--- config.mk ---
export PLATFORM = sky130hd
export DESIGN_NAME = alarm_state_table
export DESIGN_NICKNAME = d
export VERILOG_FILES = /design/src/design/ast_pkg.sv /design/src/design/alarm_state_table.sv /design/src/design/ast_ram.sv
export SDC_FILE = /design/constraint.sdc
export NUM_CORES = 1
export LEC_CHECK = 0
export BUFFER_PORTS_ARGS = -buffer_cell sky130_fd_sc_hd__buf_2
export CORE_MARGIN = 4
export CORE_UTILIZATION = 60
export CTS_BUF_LIST = sky130_fd_sc_hd__clkbuf_4
export DETAILED_ROUTE_END_ITERATION = 8
export MAX_ROUTING_LAYER = met4
export PLACE_DENSITY_LB_ADDON = 0.08
export SLEW_MARGIN = 20
export SYNTH_ARGS = -nofsm -noshare
export SYNTH_HDL_FRONTEND = slang
export SYNTH_HIERARCHICAL = 1
export SYNTH_SLANG_ARGS = --single-unit
--- constraint.sdc ---
create_clock -name clock -period 5.6 [get_ports clock]
set_clock_uncertainty 0.05 [all_clocks]
set_input_delay 0.28 -clock clock [delete_from_list [all_inputs] [get_ports clock]]
set_output_delay 0.28 -clock clock [all_outputs]
set_load 0.05 [all_outputs]
--- src/design/ast_pkg.sv ---
// ast_pkg: shared constants, codes and types for the alarm state table
// used by alarm_state_table; depends on nothing
`default_nettype none
package ast_pkg;

   localparam int ENTRIES = 32;
   localparam int IDX_W   = (ENTRIES > 1) ? $clog2(ENTRIES) : 1;
   localparam int COUNT_W = $clog2(ENTRIES + 1);
   localparam int KEY_W   = 24;
   localparam int LEVEL_W = 8;
   localparam int ACT_W   = 6;

   localparam logic OP_REPORT = 1'b0;
   localparam logic OP_LIST   = 1'b1;

   typedef enum logic [1:0] {
      STAT_APPENDED = 2'd0,
      STAT_UPDATED  = 2'd1,
      STAT_DROPPED  = 2'd2,
      STAT_LIST     = 2'd3
   } status_type;

   typedef enum logic {
      ST_IDLE = 1'b0,
      ST_SCAN = 1'b1
   } state_type;

   localparam logic [LEVEL_W-1:0] LEVEL_ACT_LO = 8'd1;
   localparam logic [LEVEL_W-1:0] LEVEL_ACT_HI = 8'd2;

   function automatic logic is_active(input logic [LEVEL_W-1:0] lvl);
      return (lvl == LEVEL_ACT_LO) || (lvl == LEVEL_ACT_HI);
   endfunction

endpackage
`default_nettype wire

--- src/design/alarm_state_table.sv ---
// alarm_state_table: a report scans the used slots in order and stops on a key hit; a list scans every used slot
// on an empty table either kind finishes with no slot read
// each result is registered and reaches the rsp ports in the cycle after its scan cycle, at most one per cycle
// busy stays high for the whole scan; a new transaction is accepted only while busy is low
// synchronous reset empties the table (fill count zero); ram contents are not cleared
// results are strobed for one cycle on rsp_valid; the receiver cannot stall them; ast_pkg, ast_ram
`default_nettype none
module alarm_state_table (
   input  wire logic       clock,
   input  wire logic       reset,
   // request channel
   input  wire logic       start,
   output logic            busy,
   input  wire logic       req_opcode,
   input  wire logic [7:0] req_plug,
   input  wire logic [7:0] req_unit,
   input  wire logic [7:0] req_sub_unit,
   input  wire logic [7:0] req_level,
   // result channel
   output logic            rsp_valid,
   output logic [1:0]      rsp_status,
   output logic            rsp_entry_present,
   output logic [7:0]      rsp_out_plug,
   output logic [7:0]      rsp_out_unit,
   output logic [7:0]      rsp_out_sub_unit,
   output logic [7:0]      rsp_out_level,
   output logic [5:0]      rsp_active_count,
   output logic            rsp_last
);
   import ast_pkg::*;

   // sequencer state
   state_type state_ff, state_in;

   // latched transaction
   logic               op_ff, op_in;
   logic [KEY_W-1:0]   key_ff, key_in;
   logic [LEVEL_W-1:0] lvl_ff, lvl_in;

   // table occupancy
   logic [COUNT_W-1:0] fill_ff, fill_in;

   // scan pointer and read pipeline
   logic [COUNT_W-1:0] rd_idx_ff, rd_idx_in;
   logic               rd_vld_ff, rd_vld_in;
   logic [IDX_W-1:0]   rd_tag_ff, rd_tag_in;

   // held-back list entry, so the last one can be marked
   logic               pend_vld_ff, pend_vld_in;
   logic [KEY_W-1:0]   pend_key_ff, pend_key_in;
   logic [LEVEL_W-1:0] pend_lvl_ff, pend_lvl_in;
   logic [ACT_W-1:0]   pend_cnt_ff, pend_cnt_in;
   logic [ACT_W-1:0]   act_cnt_ff, act_cnt_in;

   // result register
   logic               rsp_valid_ff, rsp_valid_in;
   status_type         rsp_status_ff, rsp_status_in;
   logic               rsp_present_ff, rsp_present_in;
   logic [KEY_W-1:0]   rsp_key_ff, rsp_key_in;
   logic [LEVEL_W-1:0] rsp_level_ff, rsp_level_in;
   logic [ACT_W-1:0]   rsp_count_ff, rsp_count_in;
   logic               rsp_last_ff, rsp_last_in;

   // ram ports
   logic               key_we;
   logic [IDX_W-1:0]   key_waddr;
   logic [KEY_W-1:0]   key_rdata;
   logic               lvl_we;
   logic [IDX_W-1:0]   lvl_waddr;
   logic [LEVEL_W-1:0] lvl_wdata;
   logic [LEVEL_W-1:0] lvl_rdata;

   // scan events
   logic accept;
   logic issue;
   logic hit;
   logic active_hit;
   logic scan_done;

   ast_ram #(.WIDTH(KEY_W), .DEPTH(ENTRIES)) u_key_ram (
      .clock   (clock),
      .wr_en   (key_we),
      .wr_addr (key_waddr),
      .wr_data (key_ff),
      .rd_addr (rd_idx_ff[IDX_W-1:0]),
      .rd_data (key_rdata)
   );

   ast_ram #(.WIDTH(LEVEL_W), .DEPTH(ENTRIES)) u_level_ram (
      .clock   (clock),
      .wr_en   (lvl_we),
      .wr_addr (lvl_waddr),
      .wr_data (lvl_wdata),
      .rd_addr (rd_idx_ff[IDX_W-1:0]),
      .rd_data (lvl_rdata)
   );

   assign busy   = (state_ff != ST_IDLE);
   assign accept = start && !busy;

   // a report stops on the first slot whose key matches
   assign hit = (state_ff == ST_SCAN) && (op_ff == OP_REPORT) && rd_vld_ff
                && (key_rdata == key_ff);
   assign active_hit = (state_ff == ST_SCAN) && (op_ff == OP_LIST) && rd_vld_ff
                       && is_active(lvl_rdata);
   // every used slot issued and its data seen
   assign scan_done = (state_ff == ST_SCAN) && (rd_idx_ff == fill_ff) && !rd_vld_ff;
   assign issue = (state_ff == ST_SCAN) && (rd_idx_ff < fill_ff) && !hit;

   // next state
   always_comb begin
      state_in = state_ff;
      case (state_ff)
         ST_IDLE: begin
            if (accept) begin
               state_in = ST_SCAN;
            end
         end
         ST_SCAN: begin
            if (hit || scan_done) begin
               state_in = ST_IDLE;
            end
         end
         default: state_in = ST_IDLE;
      endcase
   end

   // datapath and outputs
   always_comb begin
      op_in          = op_ff;
      key_in         = key_ff;
      lvl_in         = lvl_ff;
      fill_in        = fill_ff;
      rd_idx_in      = rd_idx_ff;
      rd_vld_in      = 1'b0;
      rd_tag_in      = rd_tag_ff;
      pend_vld_in    = pend_vld_ff;
      pend_key_in    = pend_key_ff;
      pend_lvl_in    = pend_lvl_ff;
      pend_cnt_in    = pend_cnt_ff;
      act_cnt_in     = act_cnt_ff;
      rsp_valid_in   = 1'b0;
      rsp_status_in  = STAT_LIST;
      rsp_present_in = 1'b0;
      rsp_key_in     = '0;
      rsp_level_in   = '0;
      rsp_count_in   = '0;
      rsp_last_in    = 1'b1;
      key_we         = 1'b0;
      key_waddr      = fill_ff[IDX_W-1:0];
      lvl_we         = 1'b0;
      lvl_waddr      = fill_ff[IDX_W-1:0];
      lvl_wdata      = lvl_ff;

      case (state_ff)
         ST_IDLE: begin
            if (accept) begin
               op_in       = req_opcode;
               key_in      = {req_plug, req_unit, req_sub_unit};
               lvl_in      = req_level;
               rd_idx_in   = '0;
               pend_vld_in = 1'b0;
               act_cnt_in  = '0;
            end
         end
         ST_SCAN: begin
            // one slot read issued per cycle until every used slot is read or a report hits
            if (issue) begin
               rd_vld_in = 1'b1;
               rd_tag_in = rd_idx_ff[IDX_W-1:0];
               rd_idx_in = COUNT_W'(rd_idx_ff + 1'b1);
            end

            if (hit) begin
               // key found: overwrite its level in place
               lvl_we        = 1'b1;
               lvl_waddr     = rd_tag_ff;
               rsp_valid_in  = 1'b1;
               rsp_status_in = STAT_UPDATED;
            end

            if (active_hit) begin
               // release the previous active entry, hold this one back
               if (pend_vld_ff) begin
                  rsp_valid_in   = 1'b1;
                  rsp_present_in = 1'b1;
                  rsp_key_in     = pend_key_ff;
                  rsp_level_in   = pend_lvl_ff;
                  rsp_count_in   = pend_cnt_ff;
                  rsp_last_in    = 1'b0;
               end
               pend_vld_in = 1'b1;
               pend_key_in = key_rdata;
               pend_lvl_in = lvl_rdata;
               pend_cnt_in = ACT_W'(act_cnt_ff + 1'b1);
               act_cnt_in  = ACT_W'(act_cnt_ff + 1'b1);
            end

            if (scan_done) begin
               rsp_valid_in = 1'b1;
               if (op_ff == OP_REPORT) begin
                  if (fill_ff < COUNT_W'(ENTRIES)) begin
                     // key absent: append in the next free slot
                     key_we        = 1'b1;
                     lvl_we        = 1'b1;
                     fill_in       = COUNT_W'(fill_ff + 1'b1);
                     rsp_status_in = STAT_APPENDED;
                  end else begin
                     rsp_status_in = STAT_DROPPED;
                  end
               end else if (pend_vld_ff) begin
                  // final active entry carries the last flag
                  rsp_present_in = 1'b1;
                  rsp_key_in     = pend_key_ff;
                  rsp_level_in   = pend_lvl_ff;
                  rsp_count_in   = pend_cnt_ff;
               end
               // otherwise the empty list result from the defaults
            end
         end
         default: begin
         end
      endcase
   end

   // control registers
   always_ff @(posedge clock) begin
      if (reset) begin
         state_ff     <= ST_IDLE;
         fill_ff      <= '0;
         rd_vld_ff    <= 1'b0;
         rsp_valid_ff <= 1'b0;
         pend_vld_ff  <= 1'b0;
         act_cnt_ff   <= '0;
         rd_idx_ff    <= '0;
      end else begin
         state_ff     <= state_in;
         fill_ff      <= fill_in;
         rd_vld_ff    <= rd_vld_in;
         rsp_valid_ff <= rsp_valid_in;
         pend_vld_ff  <= pend_vld_in;
         act_cnt_ff   <= act_cnt_in;
         rd_idx_ff    <= rd_idx_in;
      end
   end

   // payload registers
   always_ff @(posedge clock) begin
      op_ff          <= op_in;
      key_ff         <= key_in;
      lvl_ff         <= lvl_in;
      rd_tag_ff      <= rd_tag_in;
      pend_key_ff    <= pend_key_in;
      pend_lvl_ff    <= pend_lvl_in;
      pend_cnt_ff    <= pend_cnt_in;
      rsp_status_ff  <= rsp_status_in;
      rsp_present_ff <= rsp_present_in;
      rsp_key_ff     <= rsp_key_in;
      rsp_level_ff   <= rsp_level_in;
      rsp_count_ff   <= rsp_count_in;
      rsp_last_ff    <= rsp_last_in;
   end

   assign rsp_valid         = rsp_valid_ff;
   assign rsp_status        = rsp_status_ff;
   assign rsp_entry_present = rsp_present_ff;
   assign rsp_out_plug      = rsp_key_ff[23:16];
   assign rsp_out_unit      = rsp_key_ff[15:8];
   assign rsp_out_sub_unit  = rsp_key_ff[7:0];
   assign rsp_out_level     = rsp_level_ff;
   assign rsp_active_count  = rsp_count_ff;
   assign rsp_last          = rsp_last_ff;

   // occupancy never passes the table size
   a_fill_bound: assert property (@(posedge clock) disable iff (reset)
      fill_ff <= COUNT_W'(ENTRIES))
      else $error("fill count beyond table size");

   // an accepted transaction makes the block busy
   a_accept_busy: assert property (@(posedge clock) disable iff (reset)
      accept |=> busy)
      else $error("busy not raised after accept");

   // no slot read left in flight once the scan has ended
   a_idle_no_read: assert property (@(posedge clock) disable iff (reset)
      (state_ff == ST_IDLE) |-> !rd_vld_ff)
      else $error("read in flight while idle");

   // report results are single, final and carry no entry
   a_report_rsp: assert property (@(posedge clock) disable iff (reset)
      (rsp_valid && (rsp_status != STAT_LIST)) |-> (rsp_last && !rsp_entry_present))
      else $error("malformed report result");

endmodule
`default_nettype wire

--- src/design/ast_ram.sv ---
// ast_ram: generic single write port, single read port ram with registered read
// stand-alone, no package needed
`default_nettype none
module ast_ram #(
   parameter int WIDTH = 8,
   parameter int DEPTH = 32,
   localparam int ADDR_W = (DEPTH > 1) ? $clog2(DEPTH) : 1
) (
   input  wire logic              clock,
   input  wire logic              wr_en,
   input  wire logic [ADDR_W-1:0] wr_addr,
   input  wire logic [WIDTH-1:0]  wr_data,
   input  wire logic [ADDR_W-1:0] rd_addr,
   output logic      [WIDTH-1:0]  rd_data
);

   logic [WIDTH-1:0] mem [DEPTH];

   always_ff @(posedge clock) begin
      if (wr_en) begin
         mem[wr_addr] <= wr_data;
      end
      rd_data <= mem[rd_addr];
   end

endmodule
`default_nettype wire
# Word level (Yosys, flattened, before mapping)
# Memories as Yosys holds them, arrays and structs flattened. A register that Yosys moved wholly into a read port is not among the register bits.
# Index checks and enable logic that the tools add are counted.
[op_classes]
addsub = 3
reduce_logical = 23
mux = 55
magnitude_cmp = 2
eq_ne = 7
bitwise = 2
[ops]
columns = ["op", "n"]
rows = [
  ["24-bit 2-to-1 mux", 5],
  ["6-bit 2-to-1 mux", 8],
  ["8-bit 2-to-1 mux", 5],
  ["1-bit 2-to-1 mux", 27],
  ["24-bit == test", 1],
  ["6-bit case mux with 2 select lines", 2],
  ["6-bit by 1-bit adder with 6-bit output, second input constant", 3],
  ["1-bit logical AND", 11],
  ["5-bit 2-to-1 mux", 2],
  ["2-bit AND reduction", 5],
  ["8-bit by 1-bit == test with 1-bit output, second input constant", 1],
  ["8-bit by 2-bit == test with 1-bit output, second input constant", 1],
  ["2-bit 2-to-1 mux", 4],
  ["6-bit == test", 1],
  ["6-bit less-than comparator", 1],
  ["6-bit less-than comparator, second input constant", 1],
  ["2-bit by 1-bit != test with 1-bit output, second input constant", 2],
  ["1-bit case mux with 2 select lines", 2],
  ["4-bit AND reduction", 1],
  ["1-bit logical NOT", 3],
  ["1-bit logical OR", 2],
  ["2-bit != test, second input constant", 1],
  ["1-bit NOT", 2],
  ["2-bit OR reduction", 1],
]
[totals]
output_inout_bits = 44
elab_cells = 114
n_memories = 2
input_bits = 36
ram_bits = 1024
ff_bits = 140
[mem_list]
columns = ["name", "words", "width", "read_ports", "rd_clocked_by_memory_dff", "wr", "line", "rtl"]
rows = [
  ["u_key_ram.mem", 32, 24, 1, 1, 1, "ast_ram.sv:17", "logic [WIDTH-1:0] mem [DEPTH];"],
  ["u_level_ram.mem", 32, 8, 1, 1, 1, "ast_ram.sv:17", ""],
]

# Longest topological paths before layout
# Gate-level depths: netlist of the first run.
[depth]
word_depth = 11
ltp_mapped = 10
depth_no_buf = 9

# Hierarchy
# Netlist of the first run, hierarchy kept.
[by_module_without_submodules]
columns = ["module", "cells_each", "area_each_um2", "n_inst", "seq_area_each_um2"]
rows = [
  ["ast_ram (u_key_ram)", 1711, 30478.0, 1, 23542.6],
  ["ast_ram (u_level_ram)", 417, 10053.4, 1, 7847.5],
  ["alarm_state_table", 368, 4991.0, 1, 3563.4],
]

# Worst setup path after synthesis of the first run
# No wires, ideal clock.
[synth_timing]
path_type = "reg-to-reg"
start = "register state_ff, in the netlist busy"
end = "memory u_key_ram/mem[28][0] (netlist bit), enable pin"
synth_period_minus_slack_ns = 4.002
required_time_ns = 5.145
setup_time_ns = 0.405
slack_ns = 1.598
arrival_ns = 3.547
path_stages_with_launch = 8
n_path_buf = 2
path_cell_list = "dfxtp_1 buf_2 nand2_1 or4_1 nor3_2 or3b_2 clkbuf_1 nor2_1"
[synth_via]
elab_chain_cells = 6
[synth_lines]
columns = ["item", "line", "rtl"]
rows = [
  ["start, declared", "alarm_state_table.sv:33", "state_type state_ff, state_in;"],
  ["start signal, assigned", "alarm_state_table.sv:237", "state_ff <= state_in;"],
  ["1-bit logical AND (2 in a row)", "alarm_state_table.sv:107", "assign scan_done = (state_ff == ST_SCAN) && (rd_idx_ff == fill_ff) && !rd_vld_ff;"],
  ["1-bit 2-to-1 mux", "alarm_state_table.sv:199", "if (scan_done) begin"],
  ["1-bit 2-to-1 mux (*)", "alarm_state_table.sv:155", "case (state_ff)"],
  ["net key_we", "alarm_state_table.sv:65", "logic key_we;"],
  ["1-bit 2-to-1 mux (*)", "ast_ram.sv:20", "if (wr_en) begin"],
  ["1-bit 2-to-1 mux (implied by the code) (*)", "ast_ram.sv:21", "mem[wr_addr] <= wr_data;"],
  ["end, declared", "ast_ram.sv:17", ""],
]
# The timed path passes the listed nets; every way through them passes the cells marked *.

# Final worst setup path of the first run
[layout_timing]
start = "register rd_idx_ff[3]"
end = "memory u_key_ram/mem[11][15] (netlist bit), enable pin"
[layout_via]
elab_chain_cells = 7
[layout_lines]
columns = ["item", "line", "rtl"]
rows = [
  ["start, declared", "alarm_state_table.sv:44", "logic [COUNT_W-1:0] rd_idx_ff, rd_idx_in;"],
  ["start signal, assigned", "alarm_state_table.sv:243", "rd_idx_ff <= rd_idx_in;"],
  ["6-bit == test", "alarm_state_table.sv:107", ""],
  ["1-bit logical AND (2 in a row)", "alarm_state_table.sv:107", ""],
  ["1-bit 2-to-1 mux", "alarm_state_table.sv:199", ""],
  ["1-bit 2-to-1 mux", "alarm_state_table.sv:155", ""],
  ["net key_we", "alarm_state_table.sv:65", ""],
  ["1-bit 2-to-1 mux", "ast_ram.sv:20", ""],
  ["1-bit 2-to-1 mux (implied by the code)", "ast_ram.sv:21", ""],
]
# The timed path passes the listed nets, and every way through them passes these cells.

==> results of run 1 <==
## worst reg2reg max path, cell delays in order (launching register included)
cell and delay [ps]:
dfxtp_1 780, ha_1 230, nand3_1 100, or4_1 600, nor3_2 510, nand3_1 720, nor2_2 500, buf_4 350
## stage by stage
step	cells	power (mW)
after floorplan	2496	10.25
final	4124	17.60
after global placement	3508	10.49
after detailed placement	3508	10.50
after CTS	4103	17.76
after global routing	4120	18.33
## worst paths after layout
kind,depth (start not counted),slack (ps),to,start
min,5,120,rd_idx_ff[5]$_SDFFE_PP0P_,start
min reg2reg,0,380,pend_lvl_ff[3]$_DFFE_PP_,u_level_ram/rd_data[3]$_DFF_P_
max,7,1380,u_key_ram/mem[11][15]$_DFFE_PP_,rd_idx_ff[3]$_SDFFE_PP0P_
max reg2reg,7,1380,u_key_ram/mem[11][15]$_DFFE_PP_,rd_idx_ff[3]$_SDFFE_PP0P_
## layout make-up
cell class,instances,share of cell area (%)
Sequential cell,1196,67.51
Multi-Input combinational cell,1157,19.04
Clock buffer,450,6.523
Timing Repair Buffer,242,3.513
Tap cell,969,2.341
Clock inverter,75,0.8746
Inverter,14,0.1015
Antenna cell,21,0.1015
## cells in the mapped netlist, types with 9 or more instances
cell type / number / area share [%]
o21ai_0: 9 / 0.099
clkbuf_1: 42 / 0.35
mux4_2: 80 / 4.0
buf_6: 23 / 0.57
mux2_2: 9 / 0.22
nor2_1: 85 / 0.70
nand3b_1: 11 / 0.18
nor3_1: 27 / 0.30
edfxtp_1: 1100 / 73
buf_2: 29 / 0.32
a22o_1: 48 / 0.92
a31oi_1: 26 / 0.36
buf_4: 19 / 0.31
mux2i_1: 385 / 8.5
buf_1: 15 / 0.12
ha_1: 9 / 0.25
dfxtp_1: 96 / 4.2
xor2_1: 15 / 0.29
nand2_1: 98 / 0.81
xnor2_1: 18 / 0.35
inv_1: 13 / 0.11
and2_1: 40 / 0.55
nand3_1: 88 / 0.97
a21oi_1: 81 / 0.89
a22oi_1: 72 / 1.2
## per-layer routing
metal / up-vias / routed length (um) / global-route usage [%] / part of all wire (%)
met4: 0 / 3071 / 10.25 / 2.8
met3: 198 / 10590 / 6.691 / 9.6
met2: 1253 / 53190 / 43.33 / 48
met5: - / 0 / - / 0
li1: 10930 / - / - / -
met1: 12640 / 43250 / 37.67 / 39
## flip-flops by register name, summed over array words and instances, names as in the netlist, 2 cells and up
name                 flops
u_key_ram/rd_data       24
rsp_key_ff              24
rd_idx_ff                6
u_level_ram/mem        256
key_ff                  24
rsp_active_count         6
rsp_out_level            8
rd_tag_ff                5
act_cnt_ff               6
fill_ff                  6
pend_cnt_ff              6
rsp_status               2
u_key_ram/mem          768
pend_lvl_ff              8
u_level_ram/rd_data      8
lvl_ff                   8
pend_key_ff             24
## cells by family after synthesis
group,share of synthesized area [%]
xor gates and xnor gates,0.6349
adders and majority gates,0.2474
and+or+nand+nor,4.172
AOI/OAI and AO/OA,3.713
buffers and inverters,1.803
DFF,76.78
muxes,12.65
## power breakdown
group	switching (mW)	internal (mW)	leakage [nW]
sequential	0.0380	9.82	10.7
combinational	0.354	0.136	3.56
clock	3.30	3.95	2.30
## repair_timing
item	4_1_cts	5_1_grt
gates resized for setup	0	0
hold endpoints to repair	59	0
setup buffers	0	0
hold buffers	70	0
==> run metrics, run 1 <==
status=complete, no violations; Total Routing Usage GR=28.27%; Routed WL per cell=26.70 um; Hold Crit Class=in2reg; worst endpoint required time=6290 ps; H-tree levels=5; Max clock buf depth=4; final setup vio count=0; crit path kind=reg2reg; Vert. Die Dim=283.4 um; die area=80340 um2; Pwr Density=339.9 nW/um2; critical path, cell by cell=ha_1, nand3_1, or4_1, nor3_2, nand3_1, nor2_2, buf_4; Post-DRT Antenna Nets=0; core area=74820 um2; CP max-delay cell=dfxtp_1; Setup WS pre-CTS=1452 ps; clk slew on worst S/H paths=60 ps; total grt overflow=0; Synth async-reset ratio=0%; Syn Area/Cell=18.24 um2; Die Wd=283.4 um; cell count after synthesis=2496; CTS tree=yes; PnR worst setup slack=1378 ps; Final Util=69.21%; maximum VDD drop=0.2531 mV; Core Rows=100; Final Max Tran Viols=0; # DRC=0; sequential share of the synthesized area=76.78%; most common cell after layout, fill and taps aside=edfxtp_1; Yosys reg bits=1196; Mapped Nets=2541; max-slew headroom at the worst pin=21.23%; Hold Fails Final Rpt=0; Synth warnings=6; total routed wirelength=110100 um; PortBufs=79; ys flop type=edfxtp_1; CTS sink cnt=1196; Max Cap Violations=0; footprint of the multi-input gates=9859 um2; Crit path largest cell delay=780 ps; nets@finish=2970; CP max FO=20; worst-margin pin slew=1169 ps; f_max=236.9 MHz; number of flops mapped to enable cells by yosys=1100; Critical Path End Type=register; initial antenna violation count=21; clk_lat worst skew=1140 ps; io pins=80; CP startpoint kind=register; commonest non-fill, non-tap cells in the layout=edfxtp_1 (1100), clkbuf_4 (450), mux2i_1 (385), nand2_1 (97), dfxtp_1 (94); crit path DAT=4910 ps; P&R area growth vs syn=13.76%; vias in the first global route=25310; crit share post-route=75.39%; FILL cells=4937; cell area after placement=47200 um2; Crit path buffers/inverters=1; via/cell ratio=6.067; CP top delay family=simple AND/OR/NAND/NOR gates; Period minus WS final=4222 ps; drt first pass iters=5; pin count of the biggest net entering global routing=140; Initial Utilization=60.84%; via count=25020; global placer's final weighted congestion=0.9135; area of the mapped netlist=45520 um2; layout cells sized above 1=24.95%; CTS root buf=clkbuf_4; post-route cell area=51790 um2; Register Area=34960 um2; first-pass GRT wire length=162100 um; most used cell along the critical path=nand3_1; Unique masters post-synth=51; RSZ-0062 raised after global routing=no; Final TNS setup=0 ps; CTS Buf Count=314; DR iter-0 viols=2776; HPWL Detailed=68270 um; final hold slack=117.4 ps; Pleak=16.55 nW
Power figures use the tool's default switching activity.
==> run 2: changes to the inputs <==
- clock period: 5.6 -> 4 ns (I/O delays scaled with it)
==> run metrics, run 2 (same netlist as run 1, synthesis figures left out) <==
layout cells sized above 1=25.62% (+0.67 points); global placer's final weighted congestion=0.9002 (-1.5%); status=complete, no violations; max FFs per register=768 (unchanged); drt first pass iters=6 (+1); met2 Track Usage GR=42.90% (-0.43 points); CP top delay family=simple AND/OR/NAND/NOR gates; CTS Buf Count=309 (-1.6%); PortBufs=79 (unchanged); Reg-to-Reg Start=key_ff[15]$_DFFE_PP_; Cells on Worst Hold Path=3 (-2); CTS root buf=clkbuf_4; die area=80340 um2 (unchanged); clk slew on worst S/H paths=60 ps (about the same); commonest non-fill, non-tap cells in the layout=edfxtp_1 (1100), clkbuf_4 (435), mux2i_1 (385), buf_4 (128), nand2_1 (98); Worst R2R Path Depth=9 (+2); Post-DRT Antenna Nets=0 (unchanged); worst endpoint required time=4660 ps (-1630 ps); Critical Path End Type=register; CP startpoint kind=register; DR iter-0 viols=2829 (+1.9%); Hold Fails Final Rpt=0 (unchanged); Core Rows=100 (unchanged); Die Wd=283.4 um (unchanged); final setup vio count=0 (unchanged); Min-Delay Endpoint=act_cnt_ff[2]$_SDFFE_PP0P_; M1 GR Usage=39.54% (+1.9 points); busiest layer in global routing=met2; HPWL Detailed=67470 um (-1.2%); f_max=263.4 MHz (+11%); CP max FO=17 (-15%); first-pass GRT wire length=163000 um (+0.51%); vias in the first global route=25150 (-0.64%); # Post-CTS Setup Buffers=0 (unchanged); CTS sink cnt=1196 (unchanged); Tot Pwr=24.31 mW (+38%); Top Registers=u_key_ram/mem (768), u_level_ram/mem (256); pin count of the biggest net entering global routing=128 (-8.6%); Final Max Tran Viols=0 (unchanged); CTS tree=yes; worst-margin pin slew=1165 ps (-3.759 ps); Pleak=16.73 nW (+1.1%); Biggest register=u_key_ram/mem; Total Routing Usage GR=28.36% (+0.089 points); most common cell after layout, fill and taps aside=edfxtp_1; total routed wirelength=110100 um (about the same); nets@finish=3013 (+1.4%); crit share post-route=94.90% (+20 points); # DRC=0 (unchanged); crit path DAT=4460 ps (-450 ps); Period minus WS final=3796 ps (-426.0 ps); post-route cell area=52060 um2 (+0.53%); via count=25070 (+0.19%); maximum VDD drop=0.3639 mV (+44%); clk_lat worst skew=1100 ps (-40 ps); RSZ-0062 raised after global routing=no; Final TNS setup=0 ps (unchanged); Pwr Density=467.0 nW/um2 (+37%); Max clock buf depth=4 (unchanged); Hold Crit Class=in2reg; fin cells=4138 (+0.34%); Max Cap Violations=0 (unchanged); critical path, cell by cell=xor2_1, nor4_1, nand3_1, nor4_2, buf_4, nand2_1, o21ai_1, or3b_2, nor2_1; via/cell ratio=6.058 (-0.15%); total grt overflow=0 (unchanged); P&R area growth vs syn=14.36%; PostCTS Resize Cnt=0 (unchanged); CP max-delay cell=nor2_1; Vert. Die Dim=283.4 um (unchanged); Routed WL per cell=26.61 um (-0.33%); cell area after placement=47640 um2 (+0.93%); Initial Utilization=60.84% (unchanged); met3 usage=6.386% (-0.31 points); Worst Min Path Start=reset; Crit path largest cell delay=600 ps (-180 ps); crit path kind=reg2reg; H-tree levels=5 (unchanged); Crit path buffers/inverters=1 (unchanged); core area=74820 um2 (unchanged); Final Util=69.58% (+0.36 points); Reg-to-Reg End=u_level_ram/mem[17][2]$_DFFE_PP_; initial antenna violation count=10 (-52%); io pins=80 (unchanged); max-slew headroom at the worst pin=22.31% (+1.1 points); Inst Count DP=3553 (+1.3%); flop-to-flop setup slack=200 ps (-1170 ps)
-- run 2: cell types whose count changed in the layout (fill, tap and decap cells not counted), sizes merged --
cell	change
buf	+47
bufinv	-2
clkbuf	-15
clkinv	-3
clkinvlp	-1
diode	-13
dlygate4sd3	+1
-- run 2: worst max-delay path by stage --
stage	startpoint	endpoint	cells past startpoint
final	key_ff[15]$_DFFE_PP_	u_level_ram/mem[17][2]$_DFFE_PP_	9
after global routing	key_ff[7]$_DFFE_PP_	u_level_ram/mem[17][7]$_DFFE_PP_	9
after CTS	key_ff[15]$_DFFE_PP_	u_level_ram/mem[17][7]$_DFFE_PP_	9
after detailed placement	key_ff[15]$_DFFE_PP_	u_level_ram/mem[17][5]$_DFFE_PP_	8
after global placement	key_ff[9]$_DFFE_PP_	u_level_ram/mem[17][3]$_DFFE_PP_	9
after floorplan	busy$_SDFF_PP0_	u_key_ram/mem[28][0]$_DFFE_PP_	7
-- run 2: report_power, final --
group / internal, mW / switching (mW) / leakage (nW)
Sequential: 13.8 / 0.0499 / 10.7
Combinational: 0.211 / 0.485 / 3.84
Clock: 5.23 / 4.59 / 2.19
Total: 19.2 / 5.12 / 16.7
-- run 2: metal layers --
layer  share of wire, %  up-vias
met2                 48     1247
met5                  0        -
met3                9.3      151
li1                   -    10980
met1                 41    12690
met4                2.0        0
-- run 2: worst reg2reg max path, cell delays in order, from the launching register on --
cell and delay, ps:
edfxtp_1 400, xor2_1 180, nor4_1 410, nand3_1 290
nor4_2 210, buf_4 250, nand2_1 80, o21ai_1 430
or3b_2 550, nor2_1 600
-- run 2: cell type report --
class / count / area (um2)
clock inverter: 69 / 380.4
antenna: 8 / 20.02
fill: 4969 / 22760
timing repair buffer: 290 / 2310
sequential: 1196 / 34960
clock buffer: 435 / 3266
tap: 969 / 1212
inverter: 14 / 52.55
multi-input combinational: 1157 / 9859
-- run 2: stage by stage --
| stage | setup WS [ps] | hold slack, ps |
|---|---|---|
| after floorplan | -2.296 | 248.9 |
| after global placement | 323.4 | 326.6 |
| after detailed placement | 268.7 | 328.5 |
| after CTS | 263.8 | 2.512 |
| after global routing | 53.66 | 58.56 |
| final | 204.0 | 106.0 |
-- run 2: what timing repair did --
item | CTS | global route
hold endpoints to repair | 88 | 0
setup endpoints to repair | 0 | 0
hold buffers | 71 | 0
